==> config.mk <==
export PLATFORM = sky130hd
export DESIGN_NAME = key_matrix_midi_note_events_unit
export DESIGN_NICKNAME = d
export VERILOG_FILES = /design/src/kmm_pkg.sv /design/src/key_matrix_midi_note_events_unit.sv
export SDC_FILE = /design/constraint.sdc
export NUM_CORES = 1
export LEC_CHECK = 0
export BUFFER_PORTS_ARGS = -buffer_cell sky130_fd_sc_hd__buf_2
export CELL_PAD_IN_SITES_DETAIL_PLACEMENT = 1
export CELL_PAD_IN_SITES_GLOBAL_PLACEMENT = 1
export CORE_ASPECT_RATIO = 1.1
export CORE_UTILIZATION = 46
export DETAILED_ROUTE_END_ITERATION = 6
export PLACE_DENSITY = 0.85
export SETUP_SLACK_MARGIN = 0.05
export SLEW_MARGIN = 5
export SYNTH_ARGS = -nofsm -noshare
export SYNTH_HDL_FRONTEND = slang
export SYNTH_SLANG_ARGS = --single-unit
==> constraint.sdc <==
create_clock -name clk -period 3.1 [get_ports clk]
set_input_delay 0.62 -clock clk [delete_from_list [all_inputs] [get_ports clk]]
set_output_delay 0.62 -clock clk [all_outputs]
set_load 0.1 [all_outputs]
==> src/kmm_pkg.sv <==
package kmm_pkg;

  localparam int COLUMNS_DEFAULT = 8;
  localparam int ROWS_DEFAULT    = 4;

  localparam logic [7:0] NOTE_ON_STATUS    = 8'h90;
  localparam logic [6:0] VELOCITY_RESET    = 7'd127;
  localparam logic [6:0] LOWEST_NOTE_RESET = 7'd41;
  localparam logic [6:0] NOTE_MAX          = 7'd127;

  localparam int CFG_IDX_W  = 1;
  localparam int CFG_DATA_W = 7;

  localparam logic [CFG_IDX_W-1:0] REG_NOTE_VELOCITY = 1'b0;
  localparam logic [CFG_IDX_W-1:0] REG_LOWEST_NOTE   = 1'b1;

endpackage

==> src/key_matrix_midi_note_events_unit.sv <==
// Flow: an accepted column is registered in the pending stage, then each note
// event in the output stage, one event per cycle while the output is not
// stalled; a column with no event (or out of range) leaves no pending events.
// Reset (rst_n low, synchronous): all keys released, velocity 127, lowest
// note 41, no event pending.
module key_matrix_midi_note_events_unit #(
  parameter int COLUMNS = kmm_pkg::COLUMNS_DEFAULT,
  parameter int ROWS    = kmm_pkg::ROWS_DEFAULT
) (
  input  logic                          clk,
  input  logic                          rst_n,
  input  logic                          cfg_we,
  input  logic [kmm_pkg::CFG_IDX_W-1:0] cfg_index,
  input  logic [kmm_pkg::CFG_DATA_W-1:0] cfg_wdata,
  input  logic                          in_valid,
  output logic                          in_ready,
  input  logic [2:0]                    in_column_index,
  input  logic [3:0]                    in_row_levels,
  output logic                          out_valid,
  input  logic                          out_ready,
  output logic [7:0]                    out_status_byte,
  output logic [6:0]                    out_note_number,
  output logic [6:0]                    out_velocity,
  output logic                          out_last_event
);

  localparam int CW = (COLUMNS > 1) ? $clog2(COLUMNS) : 1;
  localparam int RW = (ROWS > 1) ? $clog2(ROWS) : 1;

  logic [6:0] velocity_r;
  logic [6:0] lowest_note_r;

  logic [ROWS-1:0] flags_r [COLUMNS];

  logic            pend_valid_r;
  logic [ROWS-1:0] pend_prs_r;
  logic [ROWS-1:0] pend_rel_r;
  logic [CW-1:0]   pend_col_r;

  logic       out_valid_r;
  logic [6:0] out_note_r;
  logic [6:0] out_vel_r;
  logic       out_last_r;

  logic [4:0]      col5;
  logic            col_ok;
  logic [CW-1:0]   col_idx;
  logic [7:0]      lev8;
  logic [ROWS-1:0] lev;
  logic [ROWS-1:0] cur_flags;
  logic [ROWS-1:0] new_prs;
  logic [ROWS-1:0] new_rel;
  logic            in_xfer;

  logic            out_free;
  logic            fire;
  logic [RW-1:0]   sel_row;
  logic            sel_press;
  logic [ROWS-1:0] prs_nxt;
  logic [ROWS-1:0] rel_nxt;
  logic            sel_last;
  logic [CW-1:0]   col_m;
  logic [8:0]      note_sum;
  logic [6:0]      note_sat;

  always_ff @(posedge clk) begin
    if (!rst_n) begin
      velocity_r    <= kmm_pkg::VELOCITY_RESET;
      lowest_note_r <= kmm_pkg::LOWEST_NOTE_RESET;
    end else if (cfg_we) begin
      case (cfg_index)
        kmm_pkg::REG_NOTE_VELOCITY: velocity_r    <= cfg_wdata;
        kmm_pkg::REG_LOWEST_NOTE:   lowest_note_r <= cfg_wdata;
        default: ;
      endcase
    end
  end

  assign col5    = {2'b00, in_column_index};
  assign col_ok  = col5 < 5'(COLUMNS);
  assign col_idx = col5[CW-1:0];
  assign lev8    = {4'b0000, in_row_levels};
  assign lev     = lev8[ROWS-1:0];

  assign cur_flags = flags_r[col_idx];
  assign new_prs   = lev & ~cur_flags;
  assign new_rel   = ~lev & cur_flags;

  // event stage picks presses first, then releases, lowest row first
  always_comb begin
    sel_row   = '0;
    sel_press = 1'b0;
    for (int r = ROWS - 1; r >= 0; r--) begin
      if (pend_rel_r[r]) begin
        sel_row   = RW'(r);
        sel_press = 1'b0;
      end
    end
    for (int r = ROWS - 1; r >= 0; r--) begin
      if (pend_prs_r[r]) begin
        sel_row   = RW'(r);
        sel_press = 1'b1;
      end
    end
  end

  always_comb begin
    prs_nxt = pend_prs_r;
    rel_nxt = pend_rel_r;
    if (sel_press) begin
      prs_nxt = pend_prs_r & (pend_prs_r - 1'b1);
    end else begin
      rel_nxt = pend_rel_r & (pend_rel_r - 1'b1);
    end
  end

  assign sel_last = (prs_nxt == '0) && (rel_nxt == '0);

  assign col_m    = (pend_col_r == '0) ? CW'(COLUMNS - 1) : pend_col_r - CW'(1);
  assign note_sum = {2'b00, lowest_note_r} + 9'(COLUMNS) * 9'(sel_row) + 9'(col_m);
  assign note_sat = (note_sum > 9'(kmm_pkg::NOTE_MAX)) ? kmm_pkg::NOTE_MAX : note_sum[6:0];

  assign out_free = !out_valid_r || out_ready;
  assign fire     = pend_valid_r && out_free;
  assign in_ready = !pend_valid_r || (fire && sel_last);
  assign in_xfer  = in_valid && in_ready;

  always_ff @(posedge clk) begin
    if (!rst_n) begin
      for (int c = 0; c < COLUMNS; c++) begin
        flags_r[c] <= '0;
      end
    end else if (in_xfer && col_ok) begin
      flags_r[col_idx] <= lev;
    end
  end

  always_ff @(posedge clk) begin
    if (!rst_n) begin
      pend_valid_r <= 1'b0;
    end else if (in_xfer) begin
      pend_valid_r <= col_ok && ((new_prs | new_rel) != '0);
    end else if (fire && sel_last) begin
      pend_valid_r <= 1'b0;
    end
  end

  always_ff @(posedge clk) begin
    if (in_xfer) begin
      pend_prs_r <= new_prs;
      pend_rel_r <= new_rel;
      pend_col_r <= col_idx;
    end else if (fire) begin
      pend_prs_r <= prs_nxt;
      pend_rel_r <= rel_nxt;
    end
  end

  always_ff @(posedge clk) begin
    if (!rst_n) begin
      out_valid_r <= 1'b0;
    end else if (out_free) begin
      out_valid_r <= pend_valid_r;
    end
  end

  always_ff @(posedge clk) begin
    if (fire) begin
      out_note_r <= note_sat;
      out_vel_r  <= sel_press ? velocity_r : 7'd0;
      out_last_r <= sel_last;
    end
  end

  assign out_valid       = out_valid_r;
  assign out_status_byte = kmm_pkg::NOTE_ON_STATUS;
  assign out_note_number = out_note_r;
  assign out_velocity    = out_vel_r;
  assign out_last_event  = out_last_r;

endmodule

==> reports/qor.txt <==
Share of synthesized area occupied by flip-flops and latches: 53.45%
Fin nets: 439
Result of the run: complete, no violations
Number of cells on the worst hold path: 2
Largest family of logic cells by synthesized area: simple AND/OR/NAND/NOR gates
Reported leakage power: 1.685 nW
Multiplexer share of the synthesized area: 2.530%
Adder and majority gate portion of the synthesized area: 5.644%
First-pass GRT wire length: 14570 um
Proportion of register bits with asynchronous set or reset after synthesis: 0%
Most used standard cells in the synthesized netlist: nand2_1, edfxtp_1, nor2_1
Ratio of cells with drive above 1 in the final layout: 19.85%
Total number of yosys warnings: 0
Row count: 34
Total gr overflow: 0
Cell area after synthesis: 3857 um2
CTS HTree Levels: 3
Number of diodes added for antenna fixing: 0
CTS buffer count: 9
Area growth from synthesis to final layout: 11.97%
Final Max Tran Viols: 0
Via/cell ratio: 5.390
Fill cell total of the finished layout: 922
Total routing usage reported by global routing: 22.59%
Area fraction of the dominant cell type after synthesis: 45.15%
Kind of start point of the critical path: register
Height of the die: 98.05 um
Clock transition at the register clock pins on the worst setup and hold paths after CTS: 0.08 ns
Capture point of the critical path: in_ready
Register-to-register setup slack: 0.32 ns
Period minus WS final: 2.995 ns
Placeable core area: 7998 um2
Setup repair after global routing missed its margin: false
Count of routing violations after the opening detailed-route iteration: 101
Crit path largest cell delay: 0.66 ns
Post-CTS setup buffer count: 0
Initial Util: 48.23%
Skew-Pair Late Insertion Delay: 0.36 ns
Count of flip-flops with a built-in enable after synthesis: 58
I/O Pins: 45
Critical Path End Type: primary output
Kind of critical path: register to primary output
CP bufs+invs: 1
Arrival @ worst endpoint: 2.37 ns
Crit. Startpoint: pend_prs_r[3]
Synth area leaders: edfxtp_1, dfxtp_1, nand2_1, ha_1, nor2_1
Post-synthesis compound-gate area fraction: 11.45%
Avg Cell Area, Syn: 10.34 um2
Cell family contributing the most delay on the critical path: simple AND/OR/NAND/NOR gates
DRC violations left: 0
Maximum number of pins on one net before global-route repair: 33
Critical path fanouts, max: 9
Share of synthesized cell area in and, or, nand and nor gates: 20.53%
Area of the die: 8756 um2
Quantity of I/O buffers inserted on ports: 36
Syn Inst Count: 373
Peak supply drop: 0.2839 mV
Number of failing setup endpoints in the final timing report: 0
CP Cell Sequence: or4_4 -> o21a_1 -> o31ai_4 -> buf_6
Critical-path cell with the highest stage delay: or4_4
Tcrit/Tclk final: 96.60%
Reg-to-reg endpoint: flags_r[4][0]
Via count of the first global-routing pass: 2898
Leading area contributor after synthesis: edfxtp_1
Wire per inst: 17.02 um
Area share of xor/xnor cells in the synthesized design: 0.4541%
Residual antenna-violating net count after detailed routing: 0
Die W: 89.31 um
Critical Path RT: 2.48 ns
Post-DP HPWL: 6540 um
Setup Total Neg Slack: 0 ns
Clock tree from TritonCTS: done
Count of distinct cell types in the synthesized netlist: 58
Pwr per Cell Area: 605.9 nW/um2
Cts hold-fix bufs: 0
Worst slew margin relative to its limit: 44.97%
Hold/Removal Path Class: register to register
Primary FF master, synth: edfxtp_1
Cell count after placement: 500
Maximum frequency from static timing analysis: 333.9 MHz
Count of non-filler cells in the finished layout: 516
Final setup skew: 0.01428 ns
Antenna violations before repair: 0
Overall routed net length: 8781 um
Tightest Pin Transition: 0.8047 ns
Yosys reg bits: 74
Overall via count from detail_route: 2781
Final Hold Vio Count: 0
Most used standard cell by instance count after synthesis: nand2_1
Clock sink count: 74
Max capacitance violation total: 0
Buffer depth of the longest clock path: 2
Final Wtd Congestion: 0.7918
Depth of the worst register-to-register path: 6
Path length in cells of the critical path: 4
Root buffer cell: clkbuf_8
Number of detailed-route iterations in the first pass: 4
Startpoint of the most critical register-to-register path: pend_prs_r[3]
Post-route worst hold slack: 0.4713 ns
## how the worst min path moves through the flow
stage	from	end	slack (ns)
6_report	velocity_r[2]	velocity_r[2]	0.47
5_1_grt	cfg_wdata[0]	velocity_r[0]	0.50
4_1_cts	cfg_wdata[6]	velocity_r[6]	0.47
3_5_place_dp	velocity_r[6]	velocity_r[6]	0.46
3_3_place_gp	velocity_r[3]	velocity_r[3]	0.44
2_1_floorplan	velocity_r[0]	velocity_r[0]	0.43
## worst min-delay path, delay by kind of cell, from the launching register on
family,cells,cell delay [ns]
simple gates,2,0.12
flops,1,0.32
## cells by family (layout without fill, tap and decap cells)
group / count (synthesis) / count (layout)
xor+xnor: 2 / 2
fa+ha+maj: 17 / 17
other cells: 2 / 8
flops: 74 / 74
buf+inv: 44 / 73
mux: 8 / 8
compound gates: 61 / 61
simple gates: 165 / 165
## layout make-up
| class | count | area (um2) | area share, % |
|---|---|---|---|
| Sequential cell | 74 | 2062 | 47.74 |
| Multi-Input combinational cell | 261 | 1653 | 38.27 |
| Timing Repair Buffer | 40 | 216.5 | 5.012 |
| Clock buffer | 10 | 137.6 | 3.187 |
| Tap cell | 108 | 135.1 | 3.129 |
| Inverter | 17 | 65.06 | 1.506 |
| Clock inverter | 6 | 50.05 | 1.159 |
## layer usage
| metal | share of wire, % | track usage, % | vias to the layer above |
|---|---|---|---|
| met1 | 44 | 27.05 | 1353 |
| met5 | 0 | 0 | - |
| li1 | - | - | 1367 |
| met3 | 2.3 | 3.466 | 16 |
| met4 | 2.1 | 9.768 | 0 |
| met2 | 52 | 39.52 | 45 |
## where the power goes
group / switching, mW / total [mW] / internal (mW)
Clock: 0.391 / 0.710 / 0.319
Combinational: 0.494 / 0.676 / 0.182
Sequential: 0.0587 / 1.23 / 1.17
## through the flow
step	total power, mW	util [%]	worst slack, ns	cell area, um2
5_1_grt	2.728	54.01	0.05780	4319
2_1_floorplan	1.799	-	-0.08686	3946
4_1_cts	2.634	53.96	0.06619	4315
6_report	2.617	54.01	0.1054	4319
3_3_place_gp	1.900	51.58	0.3477	4125
3_5_place_dp	1.925	51.58	0.3304	4125
## sequential cells by signal (all words and copies together) (netlist names)
register	count
flags_r	32
out_valid	1
pend_rel_r	4
lowest_note_r	7
pend_valid_r	1
out_last_event	1
pend_prs_r	4
out_velocity	7
out_note_number	7
pend_col_r	3
velocity_r	7
## cell usage in the layout, fill, tap and decap left out, types with 4 or more instances in the layout
master	n
conb_1	8
nor3_1	7
o21ai_1	4
nor2_2	6
buf_4	4
a21boi_1	5
o21ai_4	5
o21ai_0	4
nand2_1	59
edfxtp_1	58
ha_1	15
nor2_1	39
inv_1	16
a21oi_1	12
a32o_1	5
nand2b_1	9
buf_2	35
nand3_1	13
and2_1	11
clkbuf_8	10
nor2b_1	6
dfxtp_1	16
## what timing repair did
action / in CTS / in global routing
setup endpoints to repair: 1 / 1
endpoints found under the hold margin: 0 / 0
pin swaps: 0 / 0
resized for setup: 1 / 1
No activity file was read; power rests on OpenSTA's default activity.
